`config.mk`:
```
export PLATFORM = sky130hd
export DESIGN_NAME = range_scanner_echo_checker_core_flat
export DESIGN_NICKNAME = d
export VERILOG_FILES = /design/src/rtl/rsec_pkg.sv /design/src/rtl/rsec_ifs.sv /design/src/rtl/rsec_cfg_regs.sv /design/src/rtl/rsec_echo_gen.sv /design/src/rtl/rsec_parser.sv /design/src/rtl/range_scanner_echo_checker_core.sv /design/src/flat_wrapper.sv
export SDC_FILE = /design/constraint.sdc
export NUM_CORES = 1
export LEC_CHECK = 0
export ABC_AREA = 1
export BUFFER_PORTS_ARGS = -buffer_cell sky130_fd_sc_hd__buf_2
export CELL_PAD_IN_SITES_DETAIL_PLACEMENT = 1
export CELL_PAD_IN_SITES_GLOBAL_PLACEMENT = 2
export CORE_UTILIZATION = 35
export CTS_CLUSTER_SIZE = 10
export DETAILED_ROUTE_END_ITERATION = 12
export GPL_TIMING_DRIVEN = 0
export PLACE_DENSITY = 0.74
export RECOVER_POWER = 50
export SLEW_MARGIN = 10
export SYNTH_ARGS = -nofsm -noshare
export SYNTH_HDL_FRONTEND = slang
export SYNTH_HIERARCHICAL = 1
export SYNTH_SLANG_ARGS = --single-unit
```
`constraint.sdc`:
```
create_clock -name clk -period 7 [get_ports clk]
set_input_delay 0.35 -clock clk [delete_from_list [all_inputs] [get_ports clk]]
set_output_delay 0.35 -clock clk [all_outputs]
set_load 0.05 [all_outputs]
```
`src/rtl/rsec_pkg.sv`:
```
// rsec_pkg: shared types, character codes and constant-divide helpers for the
// range scanner echo checker. Stands alone; every file but rsec_ifs imports it.
package rsec_pkg;

  localparam int CFG_IDX_W  = 3;
  localparam int CFG_DATA_W = 64;

  // configuration register indexes
  localparam logic [CFG_IDX_W-1:0] CFG_START_STEP    = 3'd0;
  localparam logic [CFG_IDX_W-1:0] CFG_END_STEP      = 3'd1;
  localparam logic [CFG_IDX_W-1:0] CFG_CLUSTER_COUNT = 3'd2;
  localparam logic [CFG_IDX_W-1:0] CFG_SCAN_INTERVAL = 3'd3;
  localparam logic [CFG_IDX_W-1:0] CFG_SCAN_COUNT    = 3'd4;
  localparam logic [CFG_IDX_W-1:0] CFG_TAG_TEXT      = 3'd5;
  localparam logic [CFG_IDX_W-1:0] CFG_TAG_LENGTH    = 3'd6;
  localparam logic [CFG_IDX_W-1:0] CFG_TIMEOUT_MS    = 3'd7;

  localparam logic [31:0] TIMEOUT_RESET = 32'd1000;

  // character codes
  localparam logic [7:0] CH_LF   = 8'h0A;
  localparam logic [7:0] CH_M    = 8'h4D;
  localparam logic [7:0] CH_S    = 8'h53;
  localparam logic [7:0] CH_SEMI = 8'h3B;
  localparam logic [7:0] CH_ZERO = 8'h30;
  localparam logic [7:0] CH_NINE = 8'h39;

  typedef enum logic [1:0] {
    ST_BUSY    = 2'd0,
    ST_DONE    = 2'd1,
    ST_ERROR   = 2'd2,
    ST_TIMEOUT = 2'd3
  } status_t;

  // numeric registers, kept with their decimal quotients
  typedef struct packed {
    logic [13:0] start_step;
    logic [10:0] start_q10;
    logic [7:0]  start_q100;
    logic [4:0]  start_q1000;
    logic [13:0] end_step;
    logic [10:0] end_q10;
    logic [7:0]  end_q100;
    logic [4:0]  end_q1000;
    logic [6:0]  cluster_count;
    logic [3:0]  cluster_q10;
    logic [3:0]  scan_interval;
    logic [6:0]  scan_count;
    logic [3:0]  scans_q10;
    logic [31:0] timeout_ms;
  } cfg_t;

  localparam cfg_t CFG_RESET = '{timeout_ms: TIMEOUT_RESET, default: '0};

  typedef struct packed {
    logic [4:0] char_index;
    logic       scans_zeroed;
  } echo_query_t;

  typedef struct packed {
    logic       valid;
    logic [7:0] ch;
  } echo_exp_t;

  // reciprocal multiplies, exact over the input ranges used
  function automatic logic [10:0] div10_w14(input logic [13:0] v);
    logic [30:0] p;
    p = 31'(v) * 31'd52429;
    return p[29:19];
  endfunction

  function automatic logic [7:0] div100_w14(input logic [13:0] v);
    logic [27:0] p;
    p = 28'(v) * 28'd10486;
    return p[27:20];
  endfunction

  function automatic logic [4:0] div1000_w14(input logic [13:0] v);
    logic [27:0] p;
    p = 28'(v) * 28'd8389;
    return p[27:23];
  endfunction

  function automatic logic [3:0] div10_w7(input logic [6:0] v);
    logic [14:0] p;
    p = 15'(v) * 15'd205;
    return p[14:11];
  endfunction

  // lo - 10*hi, where the result is known to be a single digit
  function automatic logic [3:0] rem10(input logic [13:0] lo, input logic [13:0] hi);
    logic [13:0] r;
    r = lo - (hi << 3) - (hi << 1);
    return r[3:0];
  endfunction

  // v mod 10 for v below 20
  function automatic logic [3:0] mod10_small(input logic [4:0] v);
    logic [4:0] r;
    r = (v >= 5'd10) ? v - 5'd10 : v;
    return r[3:0];
  endfunction

  function automatic logic [7:0] digit_char(input logic [3:0] d);
    return {CH_ZERO[7:4], d};
  endfunction

endpackage

```
`src/rtl/rsec_ifs.sv`:
```
// rsec_ifs: valid/ready channel interfaces for received bytes and status results.
// No dependencies.
interface rsec_rx_if;
  logic        valid;
  logic        ready;
  logic [7:0]  rx_byte;
  logic [31:0] time_now;

  modport source (output valid, rx_byte, time_now, input ready);
  modport sink   (input valid, rx_byte, time_now, output ready);
endinterface

interface rsec_res_if;
  logic       valid;
  logic       ready;
  logic [1:0] reply_status;

  modport source (output valid, reply_status, input ready);
  modport sink   (input valid, reply_status, output ready);
endinterface

```
`src/rtl/rsec_cfg_regs.sv`:
```
// rsec_cfg_regs: configuration register file; stores decimal quotients at write.
// Depends on rsec_pkg.
module rsec_cfg_regs #(
  parameter int TAG_MAX_CHARS = 8,
  parameter int TLW           = $clog2(TAG_MAX_CHARS + 1)
) (
  input  logic                             clk,
  input  logic                             rst,
  input  logic                             cfg_we,
  input  logic [rsec_pkg::CFG_IDX_W-1:0]   cfg_index,
  input  logic [rsec_pkg::CFG_DATA_W-1:0]  cfg_wdata,
  output rsec_pkg::cfg_t                   cfg,
  output logic [8*TAG_MAX_CHARS-1:0]       tag_text,
  output logic [TLW-1:0]                   tag_len
);
  import rsec_pkg::*;

  logic [13:0] step_v;
  logic [6:0]  cnt_v;
  logic [3:0]  len_v;

  assign step_v = cfg_wdata[13:0];
  assign cnt_v  = cfg_wdata[6:0];
  assign len_v  = cfg_wdata[3:0];

  always_ff @(posedge clk) begin
    if (rst) begin
      cfg      <= CFG_RESET;
      tag_text <= '0;
      tag_len  <= '0;
    end else if (cfg_we) begin
      unique case (cfg_index)
        CFG_START_STEP: begin
          cfg.start_step  <= step_v;
          cfg.start_q10   <= div10_w14(step_v);
          cfg.start_q100  <= div100_w14(step_v);
          cfg.start_q1000 <= div1000_w14(step_v);
        end
        CFG_END_STEP: begin
          cfg.end_step  <= step_v;
          cfg.end_q10   <= div10_w14(step_v);
          cfg.end_q100  <= div100_w14(step_v);
          cfg.end_q1000 <= div1000_w14(step_v);
        end
        CFG_CLUSTER_COUNT: begin
          cfg.cluster_count <= cnt_v;
          cfg.cluster_q10   <= div10_w7(cnt_v);
        end
        CFG_SCAN_INTERVAL: cfg.scan_interval <= cfg_wdata[3:0];
        CFG_SCAN_COUNT: begin
          cfg.scan_count <= cnt_v;
          cfg.scans_q10  <= div10_w7(cnt_v);
        end
        CFG_TAG_TEXT: tag_text <= cfg_wdata[8*TAG_MAX_CHARS-1:0];
        CFG_TAG_LENGTH: begin
          // clamp to the tag storage
          if (len_v > 4'(TAG_MAX_CHARS)) tag_len <= TLW'(TAG_MAX_CHARS);
          else                           tag_len <= TLW'(len_v);
        end
        CFG_TIMEOUT_MS: cfg.timeout_ms <= cfg_wdata[31:0];
        default: ;
      endcase
    end
  end

endmodule

```
`src/rtl/rsec_echo_gen.sv`:
```
// rsec_echo_gen: expected echo character for a given echo position.
// Depends on rsec_pkg.
module rsec_echo_gen #(
  parameter int TAG_MAX_CHARS = 8,
  parameter int TLW           = $clog2(TAG_MAX_CHARS + 1)
) (
  input  rsec_pkg::cfg_t               cfg,
  input  logic [8*TAG_MAX_CHARS-1:0]   tag_text,
  input  logic [TLW-1:0]               tag_len,
  input  rsec_pkg::echo_query_t        query,
  output rsec_pkg::echo_exp_t          expect_ch
);
  import rsec_pkg::*;

  logic [3:0] off;

  assign off = query.char_index[3:0];

  always_comb begin
    expect_ch = '{valid: 1'b1, ch: '0};
    if (!query.char_index[4]) begin
      unique case (off)
        4'd0:  expect_ch.ch = CH_M;
        4'd1:  expect_ch.ch = CH_S;
        4'd2:  expect_ch.ch = digit_char(mod10_small(cfg.start_q1000));
        4'd3:  expect_ch.ch = digit_char(rem10(14'(cfg.start_q100), 14'(cfg.start_q1000)));
        4'd4:  expect_ch.ch = digit_char(rem10(14'(cfg.start_q10), 14'(cfg.start_q100)));
        4'd5:  expect_ch.ch = digit_char(rem10(cfg.start_step, 14'(cfg.start_q10)));
        4'd6:  expect_ch.ch = digit_char(mod10_small(cfg.end_q1000));
        4'd7:  expect_ch.ch = digit_char(rem10(14'(cfg.end_q100), 14'(cfg.end_q1000)));
        4'd8:  expect_ch.ch = digit_char(rem10(14'(cfg.end_q10), 14'(cfg.end_q100)));
        4'd9:  expect_ch.ch = digit_char(rem10(cfg.end_step, 14'(cfg.end_q10)));
        4'd10: expect_ch.ch = digit_char(mod10_small(5'(cfg.cluster_q10)));
        4'd11: expect_ch.ch = digit_char(rem10(14'(cfg.cluster_count), 14'(cfg.cluster_q10)));
        4'd12: expect_ch.ch = digit_char(mod10_small(5'(cfg.scan_interval)));
        4'd13: expect_ch.ch = query.scans_zeroed ? CH_ZERO :
                              digit_char(mod10_small(5'(cfg.scans_q10)));
        4'd14: expect_ch.ch = query.scans_zeroed ? CH_ZERO :
                              digit_char(rem10(14'(cfg.scan_count), 14'(cfg.scans_q10)));
        4'd15: expect_ch.ch = CH_SEMI;
        default: ;
      endcase
    end else begin
      // tag characters, then past the end of the text
      expect_ch.valid = {1'b0, off} < 5'(tag_len);
      for (int i = 0; i < TAG_MAX_CHARS; i++) begin
        if (off == 4'(i)) expect_ch.ch = tag_text[8*i +: 8];
      end
    end
  end

endmodule

```
`src/rtl/rsec_parser.sv`:
```
// rsec_parser: reply phase tracker, checksum and timeout logic for one byte.
// Depends on rsec_pkg; takes the expected echo character from rsec_echo_gen.
module rsec_parser (
  input  logic                   clk,
  input  logic                   rst,
  input  logic                   fire,
  input  logic [7:0]             rx_byte,
  input  logic [31:0]            time_now,
  input  logic [31:0]            timeout_ms,
  input  rsec_pkg::echo_exp_t    expect_ch,
  output rsec_pkg::echo_query_t  query,
  output rsec_pkg::status_t      status_next
);
  import rsec_pkg::*;

  typedef enum logic [2:0] {
    PH_ACK, PH_STATUS_ACK, PH_ECHO, PH_STATUS_ECHO, PH_STAMP, PH_ERROR
  } phase_t;

  phase_t      phase, phase_next;
  logic [4:0]  char_index, char_index_next;
  logic [7:0]  running_sum, running_sum_next;
  logic [7:0]  status0, status0_next;
  logic [7:0]  status1, status1_next;
  logic [7:0]  last_byte, last_byte_next;
  logic [7:0]  byte_before_last, byte_before_last_next;
  logic [31:0] start_time, start_time_next;
  logic        timer_started, timer_started_next;
  logic        scans_zeroed, scans_zeroed_next;

  logic        is_lf, echo_hit, collecting, done;
  logic [4:0]  index_inc;
  logic [7:0]  check_ch;
  logic [31:0] elapsed;

  assign query = '{char_index: char_index, scans_zeroed: scans_zeroed};

  assign is_lf     = rx_byte == CH_LF;
  assign echo_hit  = expect_ch.valid && (expect_ch.ch == rx_byte);
  assign index_inc = (char_index == 5'd31) ? char_index : char_index + 5'd1;
  assign check_ch  = {2'b00, running_sum[5:0]} + CH_ZERO;
  assign collecting = (phase == PH_STAMP) ? (char_index < 5'd4) : (char_index < 5'd2);

  always_comb begin
    phase_next            = phase;
    char_index_next       = char_index;
    running_sum_next      = running_sum;
    status0_next          = status0;
    status1_next          = status1;
    start_time_next       = start_time;
    timer_started_next    = timer_started;
    scans_zeroed_next     = scans_zeroed;
    status_next           = ST_BUSY;
    done                  = 1'b0;

    unique case (phase)
      PH_ACK, PH_ECHO: begin
        // in PH_ACK, char_index is already zero whenever the timer has not started
        if (phase == PH_ACK && !timer_started) begin
          start_time_next    = time_now;
          timer_started_next = 1'b1;
        end
        if (is_lf) begin
          timer_started_next = 1'b0;
          phase_next         = (phase == PH_ACK) ? PH_STATUS_ACK : PH_STATUS_ECHO;
          char_index_next    = '0;
          running_sum_next   = '0;
        end else if (!echo_hit) begin
          timer_started_next = 1'b0;
          phase_next         = PH_ERROR;
          char_index_next    = '0;
          running_sum_next   = '0;
        end else begin
          char_index_next = index_inc;
        end
      end
      PH_STATUS_ACK, PH_STATUS_ECHO, PH_STAMP: begin
        if (collecting) begin
          if (char_index == 5'd0) status0_next = rx_byte;
          if (char_index == 5'd1) status1_next = rx_byte;
          running_sum_next = running_sum + rx_byte;
          char_index_next  = char_index + 5'd1;
        end else if (phase == PH_STATUS_ACK) begin
          if (is_lf && last_byte == CH_LF && byte_before_last == check_ch) begin
            char_index_next  = '0;
            running_sum_next = '0;
            if (status0 == CH_ZERO && status1 == CH_ZERO) begin
              scans_zeroed_next = 1'b1;
              phase_next        = PH_ECHO;
            end else begin
              phase_next = PH_ERROR;
            end
          end
        end else if (phase == PH_STATUS_ECHO) begin
          if (is_lf && last_byte == check_ch) begin
            char_index_next  = '0;
            running_sum_next = '0;
            phase_next = (status0 == CH_NINE && status1 == CH_NINE) ? PH_STAMP : PH_ERROR;
          end
        end else if (is_lf) begin
          // stamp checksum is not checked
          status_next = ST_DONE;
          done        = 1'b1;
        end
      end
      default: begin
        if (is_lf && last_byte == CH_LF) begin
          status_next = ST_ERROR;
          done        = 1'b1;
        end
      end
    endcase

    elapsed = time_now - start_time_next;
    if (!done && elapsed > timeout_ms) begin
      status_next = ST_TIMEOUT;
      done        = 1'b1;
    end

    if (done) begin
      phase_next            = PH_ACK;
      char_index_next       = '0;
      running_sum_next      = '0;
      status0_next          = '0;
      status1_next          = '0;
      last_byte_next        = '0;
      byte_before_last_next = '0;
      start_time_next       = '0;
      timer_started_next    = 1'b0;
      scans_zeroed_next     = 1'b0;
    end else begin
      last_byte_next        = rx_byte;
      byte_before_last_next = last_byte;
    end
  end

  always_ff @(posedge clk) begin
    if (rst) begin
      phase            <= PH_ACK;
      char_index       <= '0;
      running_sum      <= '0;
      status0          <= '0;
      status1          <= '0;
      last_byte        <= '0;
      byte_before_last <= '0;
      start_time       <= '0;
      timer_started    <= 1'b0;
      scans_zeroed     <= 1'b0;
    end else if (fire) begin
      phase            <= phase_next;
      char_index       <= char_index_next;
      running_sum      <= running_sum_next;
      status0          <= status0_next;
      status1          <= status1_next;
      last_byte        <= last_byte_next;
      byte_before_last <= byte_before_last_next;
      start_time       <= start_time_next;
      timer_started    <= timer_started_next;
      scans_zeroed     <= scans_zeroed_next;
    end
  end

endmodule

```
`src/rtl/range_scanner_echo_checker_core.sv`:
```
// range_scanner_echo_checker_core: top level of the multi-scan reply checker.
// Depends on rsec_pkg, rsec_ifs, rsec_cfg_regs, rsec_echo_gen and rsec_parser.

// Checks a range scanner's reply to a multi-scan command, one received byte
// (with its millisecond time stamp) per transaction on rx, and returns one
// status per byte on res: 0 in progress, 1 echo done, 2 error, 3 timeout.
// The expected echo is "MS", start and end step as four digits, cluster count
// as two, scan interval as one, scan count as two (00 after the first status
// block), ';' and up to TAG_MAX_CHARS tag characters. After any final status
// the checker starts over with the next byte; the registers keep their values.
// Rate: one byte per clock while res takes each status; a byte waits in the input
// register until the result slot is free, then its status enters the result register.
// A single pass of compare, checksum and 32-bit timeout subtract lies between the
// input register and the result register. The result register lets a new byte enter
// while a status still waits to be taken. Configuration is written through cfg_we /
// cfg_index / cfg_wdata while no byte is in flight; decimal quotients of the step and
// count registers are computed once at write time.
module range_scanner_echo_checker_core #(
  parameter int TAG_MAX_CHARS = 8
) (
  input  logic                             clk,
  input  logic                             rst,
  input  logic                             cfg_we,
  input  logic [rsec_pkg::CFG_IDX_W-1:0]   cfg_index,
  input  logic [rsec_pkg::CFG_DATA_W-1:0]  cfg_wdata,
  rsec_rx_if.sink                          rx,
  rsec_res_if.source                       res
);
  import rsec_pkg::*;

  localparam int TLW = $clog2(TAG_MAX_CHARS + 1);

  cfg_t                      cfg;
  logic [8*TAG_MAX_CHARS-1:0] tag_text;
  logic [TLW-1:0]            tag_len;
  echo_query_t               echo_q;
  echo_exp_t                 echo_exp;
  status_t                   status_next;

  // input register
  logic        s1_valid;
  logic [7:0]  s1_byte;
  logic [31:0] s1_time;

  logic out_free, advance, rx_take;

  // the result slot frees when empty or being taken this cycle
  assign out_free = !res.valid || res.ready;
  assign advance  = s1_valid && out_free;
  // refuse transactions while in reset
  assign rx.ready = !rst && (!s1_valid || out_free);
  assign rx_take  = rx.valid && rx.ready;

  rsec_cfg_regs #(.TAG_MAX_CHARS(TAG_MAX_CHARS), .TLW(TLW)) u_cfg (
    .clk       (clk),
    .rst       (rst),
    .cfg_we    (cfg_we),
    .cfg_index (cfg_index),
    .cfg_wdata (cfg_wdata),
    .cfg       (cfg),
    .tag_text  (tag_text),
    .tag_len   (tag_len)
  );

  rsec_echo_gen #(.TAG_MAX_CHARS(TAG_MAX_CHARS), .TLW(TLW)) u_echo (
    .cfg       (cfg),
    .tag_text  (tag_text),
    .tag_len   (tag_len),
    .query     (echo_q),
    .expect_ch (echo_exp)
  );

  rsec_parser u_parser (
    .clk         (clk),
    .rst         (rst),
    .fire        (advance),
    .rx_byte     (s1_byte),
    .time_now    (s1_time),
    .timeout_ms  (cfg.timeout_ms),
    .expect_ch   (echo_exp),
    .query       (echo_q),
    .status_next (status_next)
  );

  // capture a new transaction; hold the current one while the result slot is full
  always_ff @(posedge clk) begin
    if (rst) begin
      s1_valid <= 1'b0;
    end else if (rx_take) begin
      s1_valid <= 1'b1;
    end else if (advance) begin
      s1_valid <= 1'b0;
    end
  end

  always_ff @(posedge clk) begin
    if (rx_take) begin
      s1_byte <= rx.rx_byte;
      s1_time <= rx.time_now;
    end
  end

  // result register
  always_ff @(posedge clk) begin
    if (rst) begin
      res.valid <= 1'b0;
    end else if (advance) begin
      res.valid <= 1'b1;
    end else if (res.ready) begin
      res.valid <= 1'b0;
    end
  end

  always_ff @(posedge clk) begin
    if (advance) res.reply_status <= status_next;
  end

  // a final status always returns the parser to its start
  a_final_clears: assert property (@(posedge clk) disable iff (rst)
    (advance && status_next != ST_BUSY) |=>
      (echo_q.char_index == 5'd0 && !echo_q.scans_zeroed))
    else $error("parser not cleared after final status");

  // a held byte is neither dropped nor altered while the result slot is full
  a_hold_input: assert property (@(posedge clk) disable iff (rst)
    (s1_valid && !advance) |=> (s1_valid && $stable(s1_byte) && $stable(s1_time)))
    else $error("held byte lost");

  // backpressure only when both stages are full
  a_ready_low: assert property (@(posedge clk) disable iff (rst)
    !rx.ready |-> (s1_valid && res.valid && !res.ready))
    else $error("rx stalled with room to accept");

endmodule
```
`src/flat_wrapper.sv`:
```
// flat-port wrapper written by rule: the top's interface ports become plain ports
module range_scanner_echo_checker_core_flat import rsec_pkg::*;
#(
  parameter int TAG_MAX_CHARS = 8
)
  (clk, rst, cfg_we, cfg_index, cfg_wdata, rx_valid, rx_rx_byte, rx_time_now, rx_ready, res_valid, res_reply_status, res_ready);
  rsec_rx_if rx_i ();
  rsec_res_if res_i ();
  input  logic clk;
  input  logic rst;
  input  logic cfg_we;
  input  logic [rsec_pkg::CFG_IDX_W-1:0] cfg_index;
  input  logic [rsec_pkg::CFG_DATA_W-1:0] cfg_wdata;
  input wire logic [$bits(rx_i.valid)-1:0] rx_valid;
  input wire logic [$bits(rx_i.rx_byte)-1:0] rx_rx_byte;
  input wire logic [$bits(rx_i.time_now)-1:0] rx_time_now;
  output wire logic [$bits(rx_i.ready)-1:0] rx_ready;
  output wire logic [$bits(res_i.valid)-1:0] res_valid;
  output wire logic [$bits(res_i.reply_status)-1:0] res_reply_status;
  input wire logic [$bits(res_i.ready)-1:0] res_ready;
  assign rx_i.valid = rx_valid;
  assign rx_i.rx_byte = rx_rx_byte;
  assign rx_i.time_now = rx_time_now;
  assign rx_ready = rx_i.ready;
  assign res_valid = res_i.valid;
  assign res_reply_status = res_i.reply_status;
  assign res_i.ready = res_ready;
  range_scanner_echo_checker_core #(.TAG_MAX_CHARS(TAG_MAX_CHARS)) u_core (.clk(clk), .rst(rst), .cfg_we(cfg_we), .cfg_index(cfg_index), .cfg_wdata(cfg_wdata), .rx(rx_i), .res(res_i));
endmodule
```
# Word-level counts from Yosys, hierarchy flattened
# Cells that the tools add are included.
[totals]
regBits = 280
latchBits = 0
ram_bits = 0
mem_bits_ro = 0
in_bits = 112
out_inout_bits = 4
word_cells = 260
memories = 0
[op_classes]
add_sub_neg = 25
multipliers = 4
div = 0
n_lt_le_gt_ge = 10
n_eq_ne = 48
shift = 0
mux = 92
bitwise_logic = 0
n_reduce_logical = 50
[ops]
columns = ["operator", "count"]
rows = [
  ["two-way mux 8 bit", 27],
  ["case mux 8 bit (16 select lines)", 1],
  ["two-way mux 32 bit", 3],
  ["subtractor 4 bit", 16],
  ["two-way mux 5 bit", 9],
  ["== test 4 bit, second input constant", 8],
  ["== test 8 x 6 -> 1 bit, second input constant", 4],
  ["> comparator 32 bit", 1],
  ["two-way mux 4 bit", 8],
  ["subtractor 32 bit", 1],
  ["multiplier 14 x 14 -> 28 bit, second input constant", 1],
  ["two-way mux 1 bit", 28],
  ["two-way mux 3 bit", 9],
  ["multiplier 14 x 13 -> 23 bit, second input constant", 1],
  ["multiplier 14 x 16 -> 23 bit, second input constant", 1],
  ["!= test 5 bit, second input constant", 4],
  ["nonzero test 2 bit", 10],
  ["subtractor 4 bit, second input constant", 5],
  ["AND reduction 6 bit", 3],
  ["== test 4 x 3 -> 1 bit, second input constant", 4],
  ["== test 8 x 4 -> 1 bit, second input constant", 2],
  ["== test 8 x 7 -> 1 bit", 2],
  ["!= test 4 bit, second input constant", 4],
  ["case mux 8 bit (2 select lines)", 1],
  ["39 further kinds", 76],
]

# Logic depth before layout (Yosys ltp)
# Gate-level depths: netlist of the first run.
[logic_depth]
depth_word = 16
ltp_mapped = 37
ltp_nobuf = 36

# Modules after synthesis
# Netlist of the first run, hierarchy kept.
[by_module_without_submodules]
columns = ["mod", "n_inst", "cells_each", "area_each_um2", "seq_area_each_um2"]
rows = [
  ["rsec_cfg_regs", 1, 2360, 18129.9, 4043.9],
  ["rsec_parser", 1, 1204, 7696.1, 1601.5],
  ["rsec_echo_gen", 1, 515, 2652.5, 0.0],
  ["range_scanner_echo_checker_core", 1, 56, 1360.1, 1301.2],
]

# Worst setup path before layout of the first run
# No wires, ideal clock.
[synth_path]
kind = "input-to-reg"
from = "input port cfg_wdata[3] (netlist bit)"
to = "register u_core/u_cfg/cfg[118] (netlist name)"
setup_time_ns = 0.109
arrival_time_ns = 4.567
t_required_ns = 6.891
setup_slack_ns = 2.324
cell_stages = 22
path_buffers = 0
path_cell_list = "clkinv_1 > ha_1 > inv_1 > ha_1 > inv_1 > fa_1 > fa_1 > inv_1 > fa_1 > inv_1 > fa_1 > inv_1 > ha_1 > a21oi_1 > nand2_1 > nand3b_1 > nand2_1 > nand3_2 > nand2_2 > nand3_1 > nand2_1 > inv_1"
[synth_rtl]
columns = ["item", "line_no", "text"]
rows = [
  ["from (decl)", "flat_wrapper.sv:13", "input logic [rsec_pkg::CFG_DATA_W-1:0] cfg_wdata;"],
]

# Worst setup path after layout of the first run
[layout_path]
from = "register u_core.u_parser.phase[0]"
to = "register u_core.u_parser.status1[0]"
[layout_via]
elab_chain_cells = 10
word_cells_on_any_way = 25
cone_classes = "add/sub (1); order compare (1); eq/ne (4); mux (9); reduce/logical (10)"
[layout_lines]
columns = ["item", "line_no", "text"]
rows = [
  ["from (decl)", "rsec_parser.sv:20", "phase_t phase, phase_next;"],
  ["from (signal assigned)", "rsec_parser.sv:150", "phase <= phase_next;"],
  ["logical NOT 3 bit or == test 3 x 2 -> 1 bit (tied branches)", "rsec_parser.sv:56, rsec_parser.sv:59, rsec_parser.sv:94", ""],
  ["logical AND 1 bit or two-way mux 1 bit (tied branches)", "rsec_parser.sv:59, rsec_parser.sv:94", ""],
  ["two-way mux 32 bit or two-way mux 1 bit (tied branches)", "rsec_parser.sv:59, rsec_parser.sv:83", ""],
  ["two-way mux 32 bit or two-way mux 1 bit (tied branches)", "rsec_parser.sv:56, rsec_parser.sv:78", ""],
  ["subtractor 32 bit or case mux 1 bit (2 select lines) (tied branches)", "rsec_parser.sv:114, rsec_parser.sv:56", ""],
  ["> comparator 32 bit or logical NOT 1 bit (tied branches)", "rsec_parser.sv:115", "if (!done && elapsed > timeout_ms) begin"],
  ["logical AND 1 bit", "rsec_parser.sv:115", ""],
  ["two-way mux 1 bit", "rsec_parser.sv:115", ""],
  ["nonzero test 2 bit (no source line)", "--", ""],
  ["AND reduction 4 bit (no source line)", "--", ""],
  ["to (signal assigned)", "rsec_parser.sv:154", "status1 <= status1_next;"],
  ["to (decl)", "rsec_parser.sv:24", "logic [7:0] status1, status1_next;"],
]
# Several ways; a longest one is shown, not always the timed one.
# A chain may end at the register's enable or synchronous reset.

==> results_dict.tcl, run 1 <==
set metrics [dict create \
    outcome "complete, but fails checks" \
    violations_in_the_final_reports "capacitance limit, slew limit" \
    timing_worst_slew_pin_value_ns 1.71 \
    final.period_utilization 0.889 \
    placement.io_buffers 115 \
    yosys_warnings 6 \
    drt_wl_total_um 90000 \
    worst-path-max-fanout 10 \
    syn_avg_cell_area_um2 7.25 \
    route.detailed.drc 0 \
    setup-violations-final 0 \
    clk_root_buffer_cell "clkbuf_16" \
    ir_worst_vdd_mv 0.247 \
    clock_sink_count 278 \
    std_cell_rows 100 \
    start_util 0.356 \
    dieHeight_um 278 \
    vias 23600 \
    worstHoldPathCells 3 \
    gp_congestion 0.877 \
    grt_antenna_before_repair 0 \
    slowest_delay_ns 0.60 \
    cts_tree "yes" \
    reg2reg_depth 32 \
    synth_fp_nets 4311 \
    min_path_type "input pin to flop" \
    drive_above_1_share 0.0816 \
    clk_pin_slew_ns 0.05 \
    final_max_slew_viol_count 32 \
    avgViaCountPerCell 4.82 \
    finalNetCount 4523 \
    setup.worst_path.end_class "flop" \
    worst_path_most_repeated_cell "nand2_1" \
    postRouteAntennaNets 0 \
    detail_route.first_pass.iterations 5 \
    grt_first_pass_wirelength_um 140000 \
    clock.fmax_ghz 0.161 \
    unrepaired_setup_endpoints_after_global_routing "no" \
    grt_start_max_net_pins 32 \
    ioPinCount 116 \
    cap_violations 1 \
    grt_pass1_vias 24100 \
    syn2layout_area_growth_pct 13.0 \
    worstPathRequired_ns 7.50 \
    post_drt_wl_per_cell_um 18.4 \
    placement.setup.worst_slack_ns 0.650 \
    postLayoutSetupSlackWorst_ns 0.776 \
    arrival_ns 6.72 \
    drtIter0Drc 1059 \
    crit_slowest_cell "clkbuf_1" \
    setup.worst_path.class "flop to flop" \
    finalSetupTns_ns 0 \
    die_outline_area_mm2 0.0774 \
    finalCriticalPeriod_ns 6.22 \
    netlist_area_mm2 0.0267 \
    cts-htree-levels 2 \
    grt.overflow.total 0 \
    grt.total_usage 0.234 \
    critPathLaunchType "flop" \
    static-leakage-power_uw 0.0151 \
    chipWidth_um 278 \
    cellPowerDensity_mw_per_mm2 404 \
    postSynthCellCount 3685 \
    cts_buffers 36 \
    slew_headroom -0.142 \
    clock_insertion_delay_worst_skew_ns 0.57 \
    fin_worst_hold_slack_ns 0.0406 \
    total_half_perimeter_wirelength_after_legalization_and_detailed_placement_um 74700 \
    clock_skew_ns 0.0349 \
    placeable_core_area_mm2 0.0749 \
    cts.path.max_buffers 3 \
    report.final.hold_viol_count 0 \
]
## path summary, 6_finish.rpt
kind,to,start,slack (ns)
hold / removal,u_core/u_cfg/tag_text[45]$_SDFFE_PP0P_,cfg_wdata[45],0.04
hold reg to reg,u_core/u_parser/status1[1]$_SDFFE_PP0P_,u_core/u_parser/status1[1]$_SDFFE_PP0P_,0.46
setup / recovery,u_core/u_parser/status1[0]$_SDFFE_PP0P_,u_core/u_parser/phase[0]$_SDFFE_PP0P_,0.78
setup reg to reg,u_core/u_parser/status1[0]$_SDFFE_PP0P_,u_core/u_parser/phase[0]$_SDFFE_PP0P_,0.78
## what timing repair did
action | in CTS | in global routing
hold buffers | 58 | 0
buffers inserted | 0 | 0
gates resized for setup | 0 | 0
endpoints found under the hold margin | 58 | 0
## stage by stage
stage | instance area (µm²) | utilization | power, µW | std cells
global route | 30200 | 0.403 | 13600 | 4892
finish | 30200 | 0.403 | 12200 | 4893
global placement | 28500 | 0.380 | 10400 | 4769
floorplan | 26700 | - | 8040 | 3685
CTS | 30200 | 0.403 | 12400 | 4892
detailed placement | 28500 | 0.381 | 10400 | 4770
## flip-flops by register name, indices dropped and copies added (netlist names)
signal / flops
u_core/u_parser/char_index: 5
u_core/u_cfg/cfg: 86
u_core/u_cfg/tag_len: 4
u_core/u_parser/status0: 8
u_core/u_parser/start_time: 32
u_core/s1_byte: 8
u_core/u_cfg/tag_text: 64
u_core/s1_valid: 1
u_core/u_parser/last_byte: 8
u_core/res.reply_status: 2
u_core/u_parser/byte_before_last: 8
u_core/u_parser/status1: 8
u_core/u_parser/phase: 3
u_core/res.valid: 1
u_core/u_parser/scans_zeroed: 1
u_core/u_parser/running_sum: 6
u_core/u_parser/timer_started: 1
u_core/s1_time: 32
## final cells by class
type | count | area, µm²
diodes | 1 | 2.50
plain buffers | 96 | 509
clock buffers | 59 | 1070
clock inverters | 5 | 55.1
fillers | 9421 | 44700
inverters | 745 | 2800
multi-input cells | 2566 | 17400
flip-flops and latches | 278 | 5990
well taps | 969 | 1210
repair buffers | 174 | 1150
## layout by cell type, fill, tap and decap left out, types with 8 or more instances in the layout
cell type and instances:
inv_1 725, nand2_1 684, nor2_1 413, ha_1 371
dfxtp_1 236, o21ai_0 225, a21oi_1 218, nand3_1 154
fa_1 143, buf_2 132, clkbuf_1 71, dlygate4sd3_1 58
nand4_1 57, edfxtp_1 42, clkbuf_16 36, xor2_1 31
nor3_1 25, xnor2_1 23, o22ai_2 20, nand2_2 16
inv_2 14, nor4_1 14, nor2_2 13, nor2_4 12
nand3b_1 12, o211ai_1 12, o22ai_1 12, clkbuf_8 10
o21bai_1 10, o21ai_1 10, or2_2 9, nand3_2 9
a21o_1 8
## per-layer routing
metal / part of all wire / wire (µm) / track usage / up-vias
met1: 0.51 / 45800 / 0.338 / 11100
met2: 0.44 / 39500 / 0.374 / 266
met3: 0.035 / 3130 / 0.0276 / 79
met5: 0 / 0 / 0 / -
li1: - / - / - / 12100
met4: 0.017 / 1560 / 0.0441 / 0
## power breakdown
group / internal (µW) / switching (µW)
Sequential: 1800 / 131
Combinational: 2920 / 5540
Clock: 1050 / 751
## worst max-delay path: cells and delay by family (launching register included)
| kind | cells | cell delay [ns] |
|---|---|---|
| DFF | 1 | 0.47 |
| adders and majority gates | 3 | 0.72 |
| buffers and inverters | 6 | 1.57 |
| AOI/OAI and AO/OA | 3 | 0.52 |
| and+or+nand+nor | 20 | 2.83 |
No activity file was read; power rests on OpenSTA's default activity.
==> inputs of run 2 (changes only) <==
PLACE_DENSITY = 0.73   (was 0.74)
SYNTH_HIERARCHICAL = unset   (was 1)
==> results_dict.tcl, run 2 <==
set metrics [dict create \
    outcome "complete, but fails checks" \
    violations_in_the_final_reports "capacitance limit, slew limit" \
    layout_commonest_cell "inv_1" \
    static-leakage-power_uw 0.0139 \
    start_util 0.354 \
    reg2reg_slack_ns 0.51 \
    yosys-top-cells-count "inv_1 (581), nand2_1 (483), ha_1 (362), nor2_1 (337), a21oi_1 (293)" \
    crit_buf_inv 9 \
    final_max_slew_viol_count 17 \
    postSynthCellCount 3315 \
    total_half_perimeter_wirelength_after_legalization_and_detailed_placement_um 72400 \
    post_cts_setup_repair_bufs 0 \
    die_outline_area_mm2 0.0733 \
    power_frac_seq 0.187 \
    min_path_type "input pin to flop" \
    synth.distinct_cells 60 \
    cts.path.max_buffers 3 \
    power.switching_fraction 0.482 \
    cellPowerDensity_mw_per_mm2 350 \
    cts_tree "yes" \
    synth.area.top_cells "dfxtp_1 (19%), ha_1 (18%), fa_1 (11%), inv_1 (8.6%), nand2_1 (7.2%)" \
    final.period_utilization 0.933 \
    netlist_area_mm2 0.0253 \
    final_util 0.403 \
    report.final.hold_viol_count 0 \
    yosys_register_bits 278 \
    ys_dominant_reg_cell "dfxtp_1" \
    clock_sink_count 278 \
    placement.io_buffers 114 \
    slew_headroom -0.0321 \
    finalNetCount 4134 \
    clk_pin_slew_ns 0.05 \
    clock_skew_ns 0.0453 \
    combPwrFrac 0.613 \
    drive_above_1_share 0.0754 \
    route.detailed.drc 0 \
    largest-register "u_core.u_cfg.cfg" \
    synth.most_common_cell "inv_1" \
    drt_wl_total_um 87200 \
    power.share.clock 0.201 \
    gp_congestion 0.880 \
    dieHeight_um 271 \
    avgViaCountPerCell 5.05 \
    async_flop_share 0 \
    drtIter0Drc 1010 \
    yosys_warnings 0 \
    worstPathRequired_ns 7.44 \
    arrival_ns 6.97 \
    layout_top_registers "u_core.u_cfg.cfg (86), u_core.u_cfg.tag_text (64)" \
    timing_worst_slew_pin_value_ns 1.55 \
    worst-path-max-fanout 16 \
    synth_area_leader_cell "dfxtp_1" \
    syn_avg_cell_area_um2 7.62 \
    ioPinCount 116 \
    internal_power_consumption_uw 5230 \
    grt_first_pass_wirelength_um 136000 \
    power_switching_uw 4870 \
    detail_route.first_pass.iterations 6 \
    slowest_delay_ns 1.11 \
    placeable_core_area_mm2 0.0715 \
    clock_insertion_delay_worst_skew_ns 0.57 \
    antenna-diode-count 0 \
    ir_worst_vdd_mv 0.211 \
    setup-violations-final 0 \
    grt_pass1_vias 24000 \
    finalCriticalPeriod_ns 6.53 \
    worstReg2RegStart "u_core.u_parser.phase[0]$_SDFFE_PP0P_" \
    setup.worst_path.end_class "flop" \
    post_drt_wl_per_cell_um 19.4 \
    worst_path_most_repeated_cell "inv_1" \
    reg2reg_depth 37 \
    grt.total_usage 0.239 \
    cts-htree-levels 2 \
    most-common-layout-cells "inv_1 (581), nand2_1 (483), ha_1 (362)" \
    vias 22700 \
    synth.top_cell.area_share 0.187 \
    chipWidth_um 271 \
    grt.overflow.total 0 \
    worst-path-stages 25 \
    critical_path.reg2reg.endpoint "u_core.u_parser.status0[2]$_SDFFE_PP0P_" \
    std_cell_rows 98 \
    postRouteAntennaNets 0 \
    cap_violations 1 \
    syn2layout_area_growth_pct 14.1 \
    critical_path.top_delay_family "buffers and inverters" \
    cp-endpoint "u_core.u_cfg.cfg[63]$_SDFFE_PP0P_" \
    synth_fp_nets 3933 \
    critPathLaunchType "input pin" \
    max_ffs_per_register 86 \
    fin_worst_hold_slack_ns 0.0242 \
    clk_root_buffer_cell "clkbuf_16" \
    cts_buffers 39 \
    total_power_uw 10100 \
    grt_antenna_before_repair 2 \
    finalSetupTns_ns 0 \
    crit_slowest_cell "clkinv_1" \
    clock.fmax_ghz 0.153 \
    number_of_enable_flip_flop_cells_after_synthesis 42 \
    setup.worst_path.class "input pin to flop" \
    grt_start_max_net_pins 33 \
    yosysSeqAreaShare 0.237 \
    worst_setup_path_startpoint "cfg_wdata[0]" \
]
## run 2: cell types whose count changed in the layout (fill, tap and decap cells not counted), sizes merged, moves of 9 or more
cell / before / now
clkbuf: 117 / 130
nand2: 705 / 494
xnor2: 23 / 42
nor2: 438 / 355
ha: 371 / 362
dlygate4sd3: 58 / 45
o22ai: 32 / 4
o211ai: 12 / 35
buf: 152 / 132
nand4: 60 / 41
o21ai: 243 / 229
a21oi: 222 / 300
mux2i: 1 / 24
inv: 742 / 595
## run 2: cells by family after synthesis
family	count (synthesis)	share of synthesized area
simple gates	1119	0.193
buf+inv	693	0.107
compound gates	615	0.133
xor+xnor	80	0.0277
fa+ha+maj	506	0.293
flops	278	0.237
mux	24	0.00951
## run 2: worst min path at each step
stage	start	endpoint	slack, ns	depth (start not counted)
after floorplan	u_core.u_cfg.tag_text[15]$_SDFFE_PP0P_	u_core.u_cfg.tag_text[15]$_SDFFE_PP0P_	0.42	2
after global placement	u_core.u_parser.status1[6]$_SDFFE_PP0P_	u_core.u_parser.status1[6]$_SDFFE_PP0P_	0.45	2
after detailed placement	u_core.u_cfg.tag_len[0]$_SDFFE_PP0P_	u_core.u_cfg.tag_len[0]$_SDFFE_PP0P_	0.46	2
after CTS	cfg_wdata[35]	u_core.u_cfg.tag_text[35]$_SDFFE_PP0P_	0.002	3
after global routing	cfg_wdata[49]	u_core.u_cfg.tag_text[49]$_SDFFE_PP0P_	0.02	3
final	cfg_wdata[41]	u_core.u_cfg.tag_text[41]$_SDFFE_PP0P_	0.02	3
## run 2: power by group through the flow
stage / logic, µW / registers [µW] / clock network, µW
after floorplan: 4290 / 1900 / 0
after global placement: 5910 / 1910 / 0
after detailed placement: 6110 / 1910 / 0
after CTS: 6190 / 1880 / 2070
after global routing: 6970 / 1900 / 2150
final: 6190 / 1880 / 2020
## run 2: what timing repair did
| action | CTS | global route |
|---|---|---|
| hold buffers | 45 | 0 |
| pin swaps | 0 | 0 |
| hold endpoints to repair | 45 | 0 |
| setup endpoints to repair | 63 | 78 |
| resized for setup | 3 | 9 |
## run 2: routing by layer
layer / vias up / global-route usage / share of wire
li1: 11200 / - / -
met2: 304 / 0.391 / 0.45
met5: - / 0 / 0
met3: 87 / 0.0234 / 0.032
met4: 0 / 0.0494 / 0.018
met1: 11100 / 0.339 / 0.50
## run 2: layout make-up
class                   instances  area [µm²]
fillers                      8794       42700
multi-input cells            2344       16600
plain buffers                  91         445
clock inverters                12         179
flip-flops and latches        278        5990
clock buffers                  56        1110
inverters                     602        2270
well taps                     950        1190
repair buffers                160        1030
## run 2: per-stage QoR
stage	cell area, µm²	instances	setup WS [ns]
final	28800	4493	0.469
after global routing	28800	4493	-0.0159
after CTS	28800	4493	0.0659
after detailed placement	27100	4380	-0.289
after global placement	27000	4379	-0.114
after floorplan	25300	3315	1.99
## run 2: tightest hold or removal path: stages
cell and delay (ns):
buf_2 0.08, nor2_1 0.03, nor2_1 0.08
==> inputs of run 3 (changes only) <==
CTS_BUF_LIST = sky130_fd_sc_hd__clkbuf_8   (was unset)
==> results_dict.tcl, run 3 (same netlist as run 2, synthesis figures left out) <==
set metrics [dict create \
    outcome "complete, but fails checks" \
    violations_in_the_final_reports "capacitance limit, slew limit" \
    post_cts_setup_repair_bufs 0 \
    setup.worst_path.end_class "flop" \
    timing_worst_slew_pin_value_ns 1.57 \
    clk_pin_slew_ns 0.06 \
    grt_start_max_net_pins 33 \
    layout_commonest_cell "inv_1" \
    max_ffs_per_register 86 \
    vias 23000 \
    worst-path-max-fanout 16 \
    slowest_delay_ns 1.13 \
    syn2layout_area_growth_pct 15.0 \
    fin_worst_hold_slack_ns 0.0447 \
    grt_antenna_before_repair 4 \
    critPathLaunchType "input pin" \
    placedInstanceArea_mm2 0.0271 \
    layout.cell_area.non_filler_mm2 0.0291 \
    setup-violations-final 0 \
    drtIter0Drc 1009 \
    grt_first_pass_wirelength_um 138000 \
    drive_above_1_share 0.0805 \
    final_max_slew_viol_count 17 \
    postLayoutSetupSlackWorst_ns 0.540 \
    clock_skew_ns 0.0583 \
    most-common-layout-cells "inv_1 (601), nand2_1 (483), ha_1 (362)" \
    placement.io_buffers 114 \
    grt.total_usage 0.241 \
    finalNetCount 4187 \
    total_half_perimeter_wirelength_after_legalization_and_detailed_placement_um 72400 \
    crit_slowest_cell "clkinv_1" \
    cap_violations 1 \
    detail_route.first_pass.iterations 7 \
    cts-htree-levels 2 \
    cts_buffers 55 \
    worstPathRequired_ns 7.60 \
    dieHeight_um 271 \
    min_path_type "input pin to flop" \
    placeable_core_area_mm2 0.0715 \
    start_util 0.354 \
    ioPinCount 116 \
    arrival_ns 7.06 \
    cts.path.max_buffers 3 \
    std_cell_rows 98 \
    layout_top_registers "u_core.u_cfg.cfg (86), u_core.u_cfg.tag_text (64)" \
    grt.overflow.total 0 \
    largest-register "u_core.u_cfg.cfg" \
    cts_tree "yes" \
    gp_congestion 0.880 \
    slew_headroom -0.0475 \
    postRouteAntennaNets 0 \
    clk_root_buffer_cell "clkbuf_8" \
    post_drt_wl_per_cell_um 19.3 \
    avgViaCountPerCell 5.03 \
    drt_wl_total_um 88100 \
    grt_pass1_vias 24500 \
    die_outline_area_mm2 0.0733 \
    clock_insertion_delay_worst_skew_ns 0.66 \
    placement.setup.worst_slack_ns -0.289 \
    final.period_utilization 0.923 \
    ir_worst_vdd_mv 0.196 \
    cellPowerDensity_mw_per_mm2 339 \
    clock.fmax_ghz 0.155 \
    report.final.hold_viol_count 0 \
    finalSetupTns_ns 0 \
    chipWidth_um 271 \
    finalCriticalPeriod_ns 6.46 \
    worst_path_most_repeated_cell "inv_1" \
    route.detailed.drc 0 \
    setup.worst_path.class "input pin to flop" \
    clock_sink_count 278 \
    static-leakage-power_uw 0.0141 \
]
run 3: changes by cell type in the layout (fill, tap and decap cells not counted), sizes merged, moves of 2 or more:
cell / delta
bufinv: -2
clkbuf: +13
clkinv: +2
clkinvlp: +3
dlygate4sd3: +37
inv: +20
run 3: report_power, final:
group / switching (µW) / internal, µW
clock: 790 / 964
combinational: 3990 / 2220
sequential: 107 / 1780
run 3: cell type report:
type | instances | area [µm²]
sequential | 278 | 5990
inverter | 602 | 2270
tap | 950 | 1190
buffer | 91 | 445
fill | 8840 | 42400
antenna | 1 | 2.50
clock buffer | 69 | 950
multi-input combinational | 2344 | 16600
timing repair buffer | 197 | 1400
clock inverter | 35 | 215
run 3: worst max-delay path, delay by kind of cell:
kind / cells / cell delay [ns]
buffers and inverters: 9 / 2.66
adder cells (fa/ha/maj): 6 / 2.46
AND/OR/NAND/NOR: 6 / 0.85
AO/OA/AOI/OAI: 4 / 0.70
run 3: final timing paths:
| path | end | from | slack [ns] | cells past startpoint |
|---|---|---|---|---|
| min | u_core.u_cfg.cfg[19]$_SDFFE_PP0P_ | cfg_wdata[19] | 0.04 | 3 |
| max reg2reg | u_core.u_parser.status1[2]$_SDFFE_PP0P_ | u_core.u_parser.phase[0]$_SDFFE_PP0P_ | 0.55 | 37 |
| max | u_core.u_cfg.cfg[66]$_SDFFE_PP0P_ | cfg_wdata[0] | 0.54 | 25 |
| min reg2reg | u_core.u_cfg.cfg[19]$_SDFFE_PP0P_ | u_core.u_cfg.cfg[19]$_SDFFE_PP0P_ | 0.47 | 2 |
run 3: stage by stage:
stage,total power (µW),std cells,util
finish,9840,4567,0.407
global route,10800,4567,0.407
CTS,9900,4566,0.406
detailed placement,8020,4380,0.379
global placement,7820,4379,0.378
floorplan,6190,3315,-
run 3: repair_timing:
| action | CTS | global route |
|---|---|---|
| hold endpoints to repair | 82 | 0 |
| endpoints found under the setup margin | 64 | 78 |
| resized for setup | 3 | 8 |
| hold buffers | 82 | 0 |
run 3: per-layer routing:
| metal | GRT usage | vias up | wire (µm) | share of wire |
|---|---|---|---|---|
| met5 | 0 | - | 0 | 0 |
| met4 | 0.0523 | 0 | 1680 | 0.019 |
| met3 | 0.0257 | 86 | 2770 | 0.031 |
| met2 | 0.397 | 325 | 40100 | 0.46 |
| met1 | 0.338 | 11300 | 43500 | 0.49 |
| li1 | - | 11300 | - | - |
